[src/rtl/core/prsd_pkg.sv]
package prsd_pkg;

	localparam int QUEUE_DEPTH_DEF = 4;

	typedef enum logic [3:0] {
		K_IDLE    = 4'd0,
		K_BUSYON  = 4'd1,
		K_BUSYOFF = 4'd2,
		K_HEADER  = 4'd3,
		K_TRAILER = 4'd4,
		K_EMPTY   = 4'd5,
		K_REGION  = 4'd6,
		K_SHORT   = 4'd7,
		K_LONG    = 4'd8,
		K_UNKNOWN = 4'd9
	} word_kind_t;

	localparam logic [3:0] ST_OK           = 4'd0;
	localparam logic [3:0] ST_UNFINISHED   = 4'd1;
	localparam logic [3:0] ST_NOT_STARTED  = 4'd2;
	localparam logic [3:0] ST_TRL_NO_HDR   = 4'd3;
	localparam logic [3:0] ST_TRL_FINISHED = 4'd4;
	localparam logic [3:0] ST_REGION_EARLY = 4'd5;
	localparam logic [3:0] ST_DATA_EARLY   = 4'd6;
	localparam logic [3:0] ST_UNKNOWN      = 4'd7;
	localparam logic [3:0] ST_TRUNCATED    = 4'd8;

	localparam logic [1:0] WARN_NONE   = 2'd0;
	localparam logic [1:0] WARN_REPEAT = 2'd1;
	localparam logic [1:0] WARN_LOWER  = 2'd2;

	localparam logic [4:0] CHIP_NONE = 5'h1f;

	// one queued job: the hits of a data word and/or an event status
	typedef struct packed {
		logic       has_hits;
		logic [7:0] hit_mask;
		logic [4:0] region;
		logic [3:0] dcol;
		logic [9:0] addr;
		logic [1:0] warn;
		logic       has_status;
		logic [3:0] status;
		logic [7:0] skip;
		logic [4:0] chip;
		logic [7:0] bunch;
		logic [3:0] flags;
	} prsd_job_t;

	function automatic word_kind_t classify(input logic [7:0] b);
		word_kind_t k;
		if (b == 8'hff) k = K_IDLE;
		else if (b == 8'hf1) k = K_BUSYON;
		else if (b == 8'hf0) k = K_BUSYOFF;
		else if ((b & 8'hf0) == 8'ha0) k = K_HEADER;
		else if ((b & 8'hf0) == 8'hb0) k = K_TRAILER;
		else if ((b & 8'hf0) == 8'he0) k = K_EMPTY;
		else if ((b & 8'he0) == 8'hc0) k = K_REGION;
		else if ((b & 8'hc0) == 8'h40) k = K_SHORT;
		else if ((b & 8'hc0) == 8'h00) k = K_LONG;
		else k = K_UNKNOWN;
		return k;
	endfunction

	function automatic logic [1:0] word_length(input word_kind_t k);
		logic [1:0] n;
		case (k)
			K_LONG: n = 2'd3;
			K_SHORT, K_HEADER, K_EMPTY: n = 2'd2;
			default: n = 2'd1;
		endcase
		return n;
	endfunction

endpackage

[src/rtl/core/prsd_front.sv]
module prsd_front (
	input  logic               clk,
	input  logic               arst_n,
	input  logic               accept,
	input  logic [7:0]         data_byte,
	input  logic               end_of_event,
	output logic               push,
	output prsd_pkg::prsd_job_t job
);
	import prsd_pkg::*;

	logic [7:0]  byte0_q, byte1_q;
	logic [1:0]  pos_q;
	word_kind_t  kind_q;
	logic        started_q, finished_q, fresh_q, keyv_q, regv_q;
	logic [4:0]  chip_q, region_q;
	logic [7:0]  bunch_q, skip_q;
	logic [3:0]  flags_q, err_q;
	logic [19:0] key_q;

	logic [1:0]  pos_n;
	word_kind_t  kind_n;
	logic        started_n, finished_n, fresh_n, keyv_n, regv_n;
	logic [4:0]  chip_n, region_n;
	logic [7:0]  bunch_n, skip_n;
	logic [3:0]  flags_n, err_n;
	logic [19:0] key_n;
	logic        push_n;
	prsd_job_t   job_n;

	always_comb begin
		logic       dec;
		word_kind_t dk;
		logic [7:0] w0, w1, w2;
		logic [2:0] hi;
		logic [3:0] st;
		pos_n = pos_q; kind_n = kind_q; started_n = started_q; finished_n = finished_q;
		fresh_n = fresh_q; keyv_n = keyv_q; regv_n = regv_q; chip_n = chip_q;
		region_n = region_q; bunch_n = bunch_q; skip_n = skip_q; flags_n = flags_q;
		err_n = err_q; key_n = key_q;
		dec = 1'b0; dk = kind_q; w0 = byte0_q; w1 = byte1_q; w2 = data_byte;
		hi = 3'd0; st = ST_OK;
		job_n = '0;
		if (err_q == ST_OK) begin
			case (pos_q)
				2'd0: begin
					dk = classify(data_byte);
					kind_n = dk;
					w0 = data_byte;
					if (word_length(dk) == 2'd1) dec = 1'b1;
					else pos_n = 2'd1;
				end
				2'd1: begin
					w1 = data_byte;
					if (word_length(kind_q) == 2'd2) begin
						pos_n = 2'd0;
						dec = 1'b1;
					end else begin
						pos_n = 2'd2;
					end
				end
				default: begin
					pos_n = 2'd0;
					dec = 1'b1;
				end
			endcase
		end
		if (dec) begin
			case (dk)
				K_EMPTY: begin
					started_n = 1'b1; finished_n = 1'b1;
					chip_n = {1'b0, w0[3:0]}; bunch_n = w1;
				end
				K_HEADER: begin
					started_n = 1'b1; finished_n = 1'b0;
					chip_n = {1'b0, w0[3:0]}; bunch_n = w1; fresh_n = 1'b1;
				end
				K_TRAILER: begin
					if (!started_q) err_n = ST_TRL_NO_HDR;
					else if (finished_q) err_n = ST_TRL_FINISHED;
					else begin
						flags_n = w0[3:0]; finished_n = 1'b1; chip_n = CHIP_NONE;
					end
				end
				K_REGION: begin
					if (!started_q) err_n = ST_REGION_EARLY;
					else begin
						regv_n = 1'b1; region_n = w0[4:0];
					end
				end
				K_SHORT, K_LONG: begin
					if (!started_q) err_n = ST_DATA_EARLY;
					else if (!regv_q) begin
						if (skip_q != 8'hff) skip_n = skip_q + 8'd1;
					end else begin
						job_n.has_hits = 1'b1;
						job_n.region = region_q;
						job_n.dcol = w0[5:2];
						job_n.addr = {w0[1:0], w1};
						job_n.hit_mask = (dk == K_LONG) ? {w2[6:0], 1'b1} : 8'h01;
						if (keyv_q && !fresh_q && key_q[19:11] == {region_q, w0[5:2]}) begin
							if (key_q[10:0] == {1'b0, w0[1:0], w1}) job_n.warn = WARN_REPEAT;
							else if ({1'b0, w0[1:0], w1} < key_q[10:0]) job_n.warn = WARN_LOWER;
						end
						// the last hit of the word becomes the new reference
						for (int i = 0; i < 8; i++) begin
							if (job_n.hit_mask[i]) hi = 3'(i);
						end
						key_n = {region_q, w0[5:2], 11'({w0[1:0], w1}) + 11'(hi)};
						keyv_n = 1'b1;
						fresh_n = 1'b0;
					end
				end
				K_UNKNOWN: err_n = ST_UNKNOWN;
				default: ;
			endcase
			if (err_n != ST_OK) pos_n = 2'd0;
		end
		job_n.chip = chip_n; job_n.bunch = bunch_n; job_n.flags = flags_n;
		if (end_of_event) begin
			if (err_n == ST_OK && pos_n != 2'd0) err_n = ST_TRUNCATED;
			if (err_n != ST_OK) st = err_n;
			else if (started_n && finished_n) st = ST_OK;
			else if (started_n) st = ST_UNFINISHED;
			else st = ST_NOT_STARTED;
			job_n.has_status = 1'b1;
			job_n.status = st;
			job_n.skip = skip_n;
			pos_n = 2'd0; kind_n = K_IDLE; started_n = 1'b0; finished_n = 1'b0;
			chip_n = CHIP_NONE; regv_n = 1'b0; region_n = 5'd0; bunch_n = 8'd0;
			flags_n = 4'd0; err_n = ST_OK; skip_n = 8'd0;
		end
		push_n = job_n.has_hits | job_n.has_status;
	end

	assign push = accept & push_n;
	assign job = job_n;

	always_ff @(posedge clk) begin
		if (accept && err_q == ST_OK) begin
			if (pos_q == 2'd0) byte0_q <= data_byte;
			if (pos_q == 2'd1) byte1_q <= data_byte;
		end
	end

	always_ff @(posedge clk or negedge arst_n) begin
		if (!arst_n) begin
			pos_q <= 2'd0; kind_q <= K_IDLE; started_q <= 1'b0; finished_q <= 1'b0;
			fresh_q <= 1'b0; keyv_q <= 1'b0; regv_q <= 1'b0; chip_q <= CHIP_NONE;
			region_q <= 5'd0; bunch_q <= 8'd0; skip_q <= 8'd0; flags_q <= 4'd0;
			err_q <= ST_OK; key_q <= 20'd0;
		end else if (accept) begin
			pos_q <= pos_n; kind_q <= kind_n; started_q <= started_n;
			finished_q <= finished_n; fresh_q <= fresh_n; keyv_q <= keyv_n;
			regv_q <= regv_n; chip_q <= chip_n; region_q <= region_n;
			bunch_q <= bunch_n; skip_q <= skip_n; flags_q <= flags_n;
			err_q <= err_n; key_q <= key_n;
		end
	end

endmodule

[src/rtl/core/prsd_queue.sv]
module prsd_queue #(
	parameter int DEPTH = prsd_pkg::QUEUE_DEPTH_DEF
) (
	input  logic               clk,
	input  logic               arst_n,
	input  logic               push,
	input  prsd_pkg::prsd_job_t push_job,
	input  logic               pop,
	output prsd_pkg::prsd_job_t head_job,
	output logic               empty,
	output logic               full
);
	import prsd_pkg::*;

	localparam int PW = (DEPTH > 1) ? $clog2(DEPTH) : 1;
	localparam int CW = $clog2(DEPTH + 1);

	prsd_job_t      mem_q [DEPTH];
	logic [PW-1:0]  wr_q, rd_q;
	logic [CW-1:0]  count_q;

	assign empty = (count_q == '0);
	assign full = (count_q == CW'(DEPTH));
	assign head_job = mem_q[rd_q];

	always_ff @(posedge clk) begin
		if (push) mem_q[wr_q] <= push_job;
	end

	always_ff @(posedge clk or negedge arst_n) begin
		if (!arst_n) begin
			wr_q <= '0; rd_q <= '0; count_q <= '0;
		end else begin
			if (push) wr_q <= (wr_q == PW'(DEPTH - 1)) ? '0 : wr_q + PW'(1);
			if (pop) rd_q <= (rd_q == PW'(DEPTH - 1)) ? '0 : rd_q + PW'(1);
			if (push && !pop) count_q <= count_q + CW'(1);
			else if (pop && !push) count_q <= count_q - CW'(1);
		end
	end

endmodule

[src/rtl/core/prsd_back.sv]
module prsd_back (
	input  logic               clk,
	input  logic               arst_n,
	input  logic               job_avail,
	input  prsd_pkg::prsd_job_t head_job,
	output logic               pop,
	output logic               m_tvalid,
	input  logic               m_tready,
	output logic [55:0]        m_tdata,
	output logic               m_tuser,
	output logic               m_tlast
);
	import prsd_pkg::*;

	prsd_job_t  cur_q;
	logic       cur_valid_q, out_valid_q;
	logic [7:0] mask_q;
	logic       stat_q;
	logic [55:0] data_q;
	logic       user_q, last_q;

	logic       load_ok;
	logic [2:0] idx;
	logic [7:0] mask_n;
	logic [55:0] data_n;
	logic       user_n, last_n;

	assign load_ok = !out_valid_q || m_tready;
	assign pop = !cur_valid_q && job_avail;

	always_comb begin
		idx = 3'd0;
		for (int i = 7; i >= 0; i--) begin
			if (mask_q[i]) idx = 3'(i);
		end
		mask_n = mask_q & ~(8'd1 << idx);
		data_n = '0;
		data_n[4:0] = cur_q.chip;
		data_n[32:25] = cur_q.bunch;
		data_n[36:33] = cur_q.flags;
		if (mask_q != 8'd0) begin
			data_n[9:5] = cur_q.region;
			data_n[13:10] = cur_q.dcol;
			data_n[24:14] = 11'(cur_q.addr) + 11'(idx);
			data_n[42:41] = cur_q.warn;
			user_n = 1'b0;
			last_n = (mask_n == 8'd0) && !stat_q;
		end else begin
			data_n[40:37] = cur_q.status;
			data_n[50:43] = cur_q.skip;
			user_n = 1'b1;
			last_n = 1'b1;
		end
	end

	always_ff @(posedge clk) begin
		if (pop) cur_q <= head_job;
		if (cur_valid_q && load_ok) begin
			data_q <= data_n;
			user_q <= user_n;
			last_q <= last_n;
		end
	end

	always_ff @(posedge clk or negedge arst_n) begin
		if (!arst_n) begin
			cur_valid_q <= 1'b0; out_valid_q <= 1'b0; mask_q <= 8'd0; stat_q <= 1'b0;
		end else begin
			if (pop) begin
				cur_valid_q <= 1'b1;
				mask_q <= head_job.has_hits ? head_job.hit_mask : 8'd0;
				stat_q <= head_job.has_status;
			end else if (cur_valid_q && load_ok) begin
				if (mask_q != 8'd0) mask_q <= mask_n;
				else stat_q <= 1'b0;
				if (last_n) cur_valid_q <= 1'b0;
			end
			if (cur_valid_q && load_ok) out_valid_q <= 1'b1;
			else if (m_tready) out_valid_q <= 1'b0;
		end
	end

	assign m_tvalid = out_valid_q;
	assign m_tdata = data_q;
	assign m_tuser = user_q;
	assign m_tlast = last_q;

endmodule

[src/rtl/core/pixel_readout_stream_decoder.sv]
// channel  dir  tdata                   tuser        tlast
// s_       in   data_byte[7:0]          -            end_of_event
// m_       out  result fields, 56 bits  result_kind  last_of_run
//
// one byte is taken each cycle while the job queue has room
// a data word leaves as one result per cycle while m_tready stays high: up to eight
// for a long word, once its job has been loaded into the output unit
// an end mark adds one status word after the hits of its byte
// asynchronous reset, no clearing pass; stalls on m_ fill the queue, then hold s_
module pixel_readout_stream_decoder #(
	parameter int QUEUE_DEPTH = prsd_pkg::QUEUE_DEPTH_DEF
) (
	input  logic        clk,
	input  logic        arst_n,
	input  logic        s_tvalid,
	output logic        s_tready,
	input  logic [7:0]  s_tdata,  // data_byte[7:0]
	input  logic        s_tlast,
	output logic        m_tvalid,
	input  logic        m_tready,
	// hit_chip[4:0] region_index[9:5] col_pair[13:10] pixel_address[24:14]
	// hit_bunch[32:25] trailer_bits[36:33] status[40:37] warn_code[42:41]
	// skipped_words[50:43], zero fill above
	output logic [55:0] m_tdata,
	output logic        m_tuser,  // result_kind
	output logic        m_tlast
);
	import prsd_pkg::*;

	logic      accept, push, pop, empty, full;
	prsd_job_t push_job, head_job;

	assign s_tready = !full;
	assign accept = s_tvalid && s_tready;

	prsd_front u_front (
		.clk(clk), .arst_n(arst_n), .accept(accept), .data_byte(s_tdata),
		.end_of_event(s_tlast), .push(push), .job(push_job)
	);

	prsd_queue #(.DEPTH(QUEUE_DEPTH)) u_queue (
		.clk(clk), .arst_n(arst_n), .push(push), .push_job(push_job), .pop(pop),
		.head_job(head_job), .empty(empty), .full(full)
	);

	prsd_back u_back (
		.clk(clk), .arst_n(arst_n), .job_avail(!empty), .head_job(head_job), .pop(pop),
		.m_tvalid(m_tvalid), .m_tready(m_tready), .m_tdata(m_tdata),
		.m_tuser(m_tuser), .m_tlast(m_tlast)
	);

endmodule

[config.mk]
export PLATFORM = sky130hd
export DESIGN_NAME = pixel_readout_stream_decoder
export DESIGN_NICKNAME = d
export VERILOG_FILES = /design/src/rtl/core/prsd_pkg.sv /design/src/rtl/core/prsd_front.sv /design/src/rtl/core/prsd_queue.sv /design/src/rtl/core/prsd_back.sv /design/src/rtl/core/pixel_readout_stream_decoder.sv
export SDC_FILE = /design/constraint.sdc
export NUM_CORES = 1
export LEC_CHECK = 0
export BUFFER_PORTS_ARGS = -buffer_cell sky130_fd_sc_hd__buf_2
export CELL_PAD_IN_SITES_DETAIL_PLACEMENT = 0
export CELL_PAD_IN_SITES_GLOBAL_PLACEMENT = 2
export CORE_MARGIN = 2
export CORE_UTILIZATION = 40
export CTS_BUF_LIST = sky130_fd_sc_hd__clkbuf_8
export DETAILED_ROUTE_END_ITERATION = 10
export PLACE_DENSITY = 0.74
export SETUP_SLACK_MARGIN = 0.05
export SLEW_MARGIN = 20
export SYNTH_ARGS = -nofsm -noshare
export SYNTH_HDL_FRONTEND = slang
export SYNTH_SLANG_ARGS = --single-unit
[constraint.sdc]
create_clock -name clk -period 4 [get_ports clk]
set_input_delay 0.4 -clock clk [delete_from_list [all_inputs] [get_ports clk]]
set_output_delay 0.4 -clock clk [all_outputs]
set_load 0.005 [all_outputs]
Yosys cells after proc, flatten, opt, wreduce, memory -nomap -nowiden
Memories as Yosys holds them, arrays and structs flattened.
Index checks and enable logic that the tools add are counted.

storage, ports and cells
  bits in registers = 202
  memory bits (writable) = 240
  bits of input ports = 13
  output and inout bits = 60
  word-level logic and storage cells = 268
  memories = 1

cells by class
  add/sub/neg operators = 7
  magnitude comparators = 1
  eq/ne operators = 35
  shift operators = 1
  muxes and demuxes = 133
  bitwise logic cells = 4
  reductions and logical operators = 49

memories
  memory         depth  width  rd ports  clocked after Yosys merged registers in  wr ports  RTL line          text
  u_queue.mem_q  4      60     1         0                                        1         prsd_queue.sv:18  prsd_job_t mem_q [DEPTH];

operators by type and width
  kind                                                              count
  8-bit two-way mux                                                 17
  30-bit two-way mux                                                4
  4-bit two-way mux                                                 29
  3-bit two-way mux                                                 18
  5-bit two-way mux                                                 8
  2-bit two-way mux                                                 18
  4-bit by 3-bit == test with 1-bit output (second input constant)  8
  1-bit two-way mux                                                 29
  4-bit == test (second input constant)                             7
  8-bit == test (second input constant)                             3
  10-bit by 3-bit adder with 11-bit output                          2
  2-bit nonzero test                                                10
  8-bit logical NOT                                                 2
  4-bit one-hot mux with 4 select lines                             1
  13-bit two-way mux                                                1
  4-bit by 2-bit == test with 1-bit output (second input constant)  3
  2-bit one-hot mux with 2 select lines                             3
  11-bit by 10-bit == test with 1-bit output                        1
  1-bit logical AND                                                 11
  10-bit by 11-bit less-than comparator with 1-bit output           1
  5-bit one-hot mux with 2 select lines                             1
  5-bit AND reduction                                               2
  9-bit == test                                                     1
  8-bit by 1-bit adder with 8-bit output (second input constant)    1
  other kinds (28)                                                  49

Longest topological paths before layout
  depth in word-level cells = 38
  gate-level depth with buffers = 15
  gate-level depth less buffers = 14

Cells and area by module
From an unflattened synthesis, not the netlist that was laid out.

second synthesis, totals
  cell total of the unflattened synthesis = 1201
  area, all modules = 18645.4 um^2

by module, submodules not included
  module                        instances  cells an instance  area an instance (um^2)  seq. area each (um^2)
  prsd_queue                    1          351                9142.5                   7382.1
  prsd_front                    1          596                5262.5                   2053.2
  prsd_back                     1          251                4226.6                   3368.2
  pixel_readout_stream_decoder  1          3                  13.8                     0.0

Worst setup path after synthesis
Ideal clock, no wire load.

  kind = input port to flip-flop
  start = input port s_tdata[2]
  end = memory u_queue.mem_q[0][0] (netlist name) (enable)
  setup time = 0.423 ns
  arrival = 3.851 ns
  required time = 3.577 ns
  path slack = -0.274 ns
  cell stages on the path = 9
  path buffers = 2
  cells stage by stage = buf_2 > or4_1 > a21boi_2 > o31a_2 > nand3_4 > a211o_1 > buf_2 > a21oi_4 > and2_1

on the way
  word-level cells in the longest chain between the ends = 20
  elaborated cells on any way between the ends = 31
  those cells by class = eq/ne (10); mux (17); bitwise (2); reduce/logical (2)

ends and longest elaborated chain
  element                                                                                                      RTL line                            text
  from (decl)                                                                                                  pixel_readout_stream_decoder.sv:17  input logic [7:0] s_tdata,
  8-bit == test                                                                                                prsd_pkg.sv:54                      else if (b == 8'hf0) k = K_BUSYOFF;
  4-bit two-way mux                                                                                            prsd_pkg.sv:54
  4-bit two-way mux                                                                                            prsd_pkg.sv:53                      else if (b == 8'hf1) k = K_BUSYON;
  4-bit two-way mux *                                                                                          prsd_pkg.sv:52                      if (b == 8'hff) k = K_IDLE;
  4-bit two-way mux *                                                                                          prsd_front.sv:45                    case (pos_q)
  4-bit two-way mux *                                                                                          prsd_front.sv:44                    if (err_q == ST_OK) begin
  4-bit by 3-bit == test with 1-bit output / 4-bit by 2-bit == test with 1-bit output (equally long branches)  prsd_pkg.sv:67                      case (k)
  3-bit OR reduction                                                                                           prsd_pkg.sv:67
  [5 not listed]                                                                                               n/a
  1-bit one-hot mux with 2 select lines                                                                        prsd_front.sv:45
  1-bit two-way mux                                                                                            prsd_front.sv:44
  30-bit two-way mux *                                                                                         prsd_front.sv:68                    if (dec) begin
  1-bit OR *                                                                                                   prsd_front.sv:133                   push_n = job_n.has_hits | job_n.has_status;
  1-bit AND *                                                                                                  prsd_front.sv:136                   assign push = accept & push_n;
  named net push                                                                                               pixel_readout_stream_decoder.sv:30  logic accept, push, pop, empty, full;
  1-bit two-way mux *                                                                                          prsd_queue.sv:27                    if (push) mem_q[wr_q] <= push_job;
  1-bit two-way mux (implied by the code) *                                                                    prsd_queue.sv:27
  to (decl)                                                                                                    prsd_queue.sv:18

Mark *: on every way through the listed nets, which the timed path passes. The rest lies on a longest branch. The select of a mux whose other input is x is not followed.

Worst setup path after layout
  start = register u_front.err_q[0]
  end = register u_queue.count_q[2]

on the way
  word-level cells in the longest chain between the ends = 11
  elaborated cells on any way between the ends = 15
  those cells by class = eq/ne (2); mux (5); bitwise (2); reduce/logical (6)

ends and longest elaborated chain
  element                                                                           RTL line                            text
  from (decl)                                                                       prsd_front.sv:18                    logic [3:0] flags_q, err_q;
  from (signal assigned)                                                            prsd_front.sv:157                   err_q <= err_n; key_q <= key_n;
  4-bit logical NOT *                                                               prsd_front.sv:44
  4-bit two-way mux                                                                 n/a
  4-bit by 3-bit == test with 1-bit output / 4-bit == test (equally long branches)  prsd_front.sv:69                    case (dk)
  2-bit OR reduction                                                                prsd_front.sv:69
  30-bit two-way mux                                                                prsd_front.sv:69
  30-bit two-way mux *                                                              prsd_front.sv:68
  1-bit OR *                                                                        prsd_front.sv:133
  1-bit AND *                                                                       prsd_front.sv:136
  named net push                                                                    pixel_readout_stream_decoder.sv:30
  1-bit logical NOT                                                                 prsd_queue.sv:37                    else if (pop && !push) count_q <= count_q - CW'(1);
  1-bit logical AND                                                                 prsd_queue.sv:37
  2-bit nonzero test (no line)                                                      n/a
  to (signal assigned)                                                              prsd_queue.sv:36                    if (push && !pop) count_q <= count_q + CW'(1);
  to (signal assigned)                                                              prsd_queue.sv:37
  to (decl)                                                                         prsd_queue.sv:20                    logic [CW-1:0] count_q;

Mark *: on every way through the listed nets, which the timed path passes. The rest lies on a longest branch.
A chain may end at the register's enable or synchronous reset.

==> results.sh <==
export IMPL_post_dp_hpwl_mm=26.3
export IMPL_path_buf_inv=1
export IMPL_overflow=0
export IMPL_port_buffers=67
export IMPL_synth_mux_area_share_pct=8.60
export IMPL_ys_seq_elements=436
export IMPL_wl_per_cell_um=20.1
export IMPL_min_period_ns=3.74
export IMPL_ff2ff_setup_slack_ns=0.26
export IMPL_wirelength_mm=40.8
export IMPL_clock_sinks=436
export IMPL_antenna_found_initial=1
export IMPL_drt_initial_drc_count=736
export IMPL_fp_dieH_um=218
export IMPL_synth_top_family_by_area="simple AND/OR/NAND/NOR gates"
export IMPL_core_area_mm2=0.0454
export IMPL_min_delay_start="m_tready"
export IMPL_clock_root_buffer="clkbuf_8"
export IMPL_first_pass_iters=8
export IMPL_avgSynthCellArea_um2=14.9
export IMPL_worst_slew_margin_rel_pct=30.8
export IMPL_fin_crit_sh_pct=93.5
export IMPL_syn_cell_area_mm2=0.0184
export IMPL_yosysTopAreaCell="edfxtp_1"
export IMPL_r2r_start="u_front.err_q[0]"
export IMPL_cp_depth=12
export IMPL_slew_viol_final=0
export IMPL_synth_top_area_share_pct=57.6
export IMPL_setup_violations=0
export IMPL_worstSetupEndpointType="register"
export IMPL_crit_type="register to register"
export IMPL_path_clk_slew_ns=0.05
export IMPL_n_fill_cell=4064
export IMPL_row_count=78
export IMPL_max_slew_worst_pin_slew_ns=1.04
export IMPL_critPathMaxFanout=14
export IMPL_num_io_pins=73
export IMPL_cpLargestDelayFamily="simple AND/OR/NAND/NOR gates"
export IMPL_yosysWarnings=0
export IMPL_gp_congestion=0.799
export IMPL_reg2reg_to="u_queue.count_q[2]"
export IMPL_cts_resized=0
export IMPL_post_cts_buffers=0
export IMPL_rr_worst_depth=12
export IMPL_yosysMostFrequentCell="edfxtp_1"
export IMPL_synth_simple_area_share_pct=9.55
export IMPL_hp_class="input port to register"
export IMPL_rsz0062_at_grt="no"
export IMPL_vias=10600
export IMPL_fmax_ghz=0.267
export IMPL_seq_area_frac_synth_pct=68.9
export IMPL_cts_made_buffers=75
export IMPL_fin_tns_setup_ns=0
export IMPL_critPathSlowestCell="or4_4"
export IMPL_worstSkewPairLatency_ns=0.62
export IMPL_grt_pass1_vias=10800
export IMPL_grt_max_degree=49
export IMPL_die_width_um=218
export IMPL_clock_skew_ns=0.0219
export IMPL_synth_top_flop_cell="edfxtp_1"
export IMPL_ir_drop_mv=0.539
export IMPL_worstHoldEndpoint="u_back.m_tvalid"
export IMPL_grt_usage_pct=17.8
export IMPL_synthTopCellsByArea="edfxtp_1, dfrtp_1, mux4_2"
export IMPL_status="complete, but fails checks"
export IMPL_min_path_cells=3
export IMPL_failed_checks="DRC"
export IMPL_avgViaCountPerCell=5.21
export IMPL_cts_tree="built"
export IMPL_initial_utilization_pct=40.5
export IMPL_p_per_area_mw_per_mm2=768
export IMPL_worstPathArrival_ns=4.28
export IMPL_cts_buffer_depth=3
export IMPL_finalHoldViolCount=0
export IMPL_synthAdderAreaFrac_pct=1.89
export IMPL_cts_hold_fix_buffers=1
export IMPL_netlist_instances=1233
export IMPL_htreeDepth=3
export IMPL_remaining_drc_errors=1
export IMPL_cp_required_ns=4.54
export IMPL_drive_above_1_share_pct=21.7
export IMPL_yosys_cell_types_count=81
export IMPL_grt_pass1_wl_mm=63.9
export IMPL_critPathMostFrequentCell="xor2_1"
export IMPL_syn_to_final_growth_pct=14.5
export IMPL_synth_compound_area_share_pct=7.23
export IMPL_synthTopCellsByCount="edfxtp_1, nand2_1, nor2_1, dfrtp_1, mux4_2"
export IMPL_antenna_left=0
export IMPL_async_reset_ff_share_pct=19.0
export IMPL_dieArea_mm2=0.0477
export IMPL_startpoint_type="register"
export IMPL_path_cells="or4_4 -> nor2_4 -> a21o_1 -> nand4_4 -> a211o_1 -> a21oi_4 -> ha_1 -> inv_1 -> fa_1 -> xor2_1 -> nor2_1 -> xor2_1"
export IMPL_max_stage_delay_ns=0.68
export IMPL_leakagePower_nw=7.84
export IMPL_fin_total_pwr_mw=16.2
export IMPL_finish_net_count=1409
export IMPL_max_cap_violations=0
export IMPL_synth_edf_count=353
export IMPL_synth_xor_area_share_pct=1.48
[final cells by class]
cell class	instances	area [um^2]	share of cell area, %
diodes	1	2.50	0.0119
clock buffers	82	1130	5.36
clock inverters	52	208	0.986
inverters	43	163	0.772
multi-input cells	697	5330	25.3
flip-flops and latches	436	12700	60.2
well taps	600	751	3.56
repair buffers	117	791	3.75
[per-stage QoR]
stage,utilization (%),instance area [um^2],setup slack [ns],cells,hold WS (ns)
floorplan,-,18400,0.365,1237,0.104
global placement,43.4,19700,0.307,1892,0.401
detailed placement,43.4,19700,0.289,1892,0.405
CTS,46.4,21100,0.264,2027,0.0662
global route,46.4,21100,0.0594,2028,0.112
finish,46.4,21100,0.260,2028,0.123
[cell usage in the layout (no fill, tap or decap), types with 43 or more instances in the layout]
cell type	Yosys	routed
mux4_2	59	59
buf_2	12	66
dfrtp_1	78	76
buf_4	5	44
inv_1	41	65
nand2_1	117	117
clkbuf_8	0	82
nor2_1	88	88
o21ai_0	55	55
a21oi_1	43	43
edfxtp_1	353	353
[worst reg2reg max path: stages, from the launching register on]
cell     delay [ns]
dfrtp_1        0.42
or4_4          0.68
nor2_4         0.22
a21o_1         0.39
nand4_4        0.14
a211o_1        0.38
a21oi_4        0.28
ha_1           0.23
inv_1          0.07
fa_1           0.43
xor2_1         0.17
nor2_1         0.11
xor2_1         0.15
[kinds of logic after synthesis]
family / after synthesis
compound gates: 194
xor+xnor: 31
fa+ha+maj: 26
buf+inv: 104
flops: 436
mux: 83
other cells: 1
simple gates: 358
[state kept, by name, summed over array words and instances, names as in the netlist, 2 cells and up]
signal            count
u_front.region_q      5
u_front.err_q         4
u_queue.rd_q          2
u_queue.mem_q       236
u_back.m_tdata       51
u_back.mask_q         8
u_queue.wr_q          2
u_front.kind_q        4
u_front.skip_q        8
u_back.cur_q         50
u_front.key_q        20
u_queue.count_q       3
u_front.pos_q         2
u_front.byte0_q       6
u_front.byte1_q       8
u_front.bunch_q       8
u_front.flags_q       4
u_front.chip_q        5
[layer usage]
metal	global-route usage (%)	wire [um]	up-vias
met4	5.99	834	0
met1	25.5	19500	5318
met5	0	0	-
li1	-	-	4952
met3	3.65	1730	59
met2	27.2	18800	234
[worst max path at each step]
stage | start | endpoint | slack [ns]
floorplan | s_tdata[2] | u_queue.mem_q[0][0] | 0.37
global placement | u_front.err_q[0] | u_queue.count_q[2] | 0.31
detailed placement | u_front.err_q[0] | u_queue.count_q[2] | 0.29
CTS | u_front.err_q[0] | u_queue.count_q[2] | 0.26
global route | u_front.err_q[1] | u_front.key_q[8] | 0.06
finish | u_front.err_q[0] | u_queue.count_q[2] | 0.26
[power breakdown]
part,total [mW],internal [mW],switching (mW)
Clock,3.60,1.87,1.73
Combinational,5.70,2.26,3.44
Sequential,6.87,6.32,0.551
Total,16.2,10.4,5.72
No activity file was read; power rests on OpenSTA's default activity.
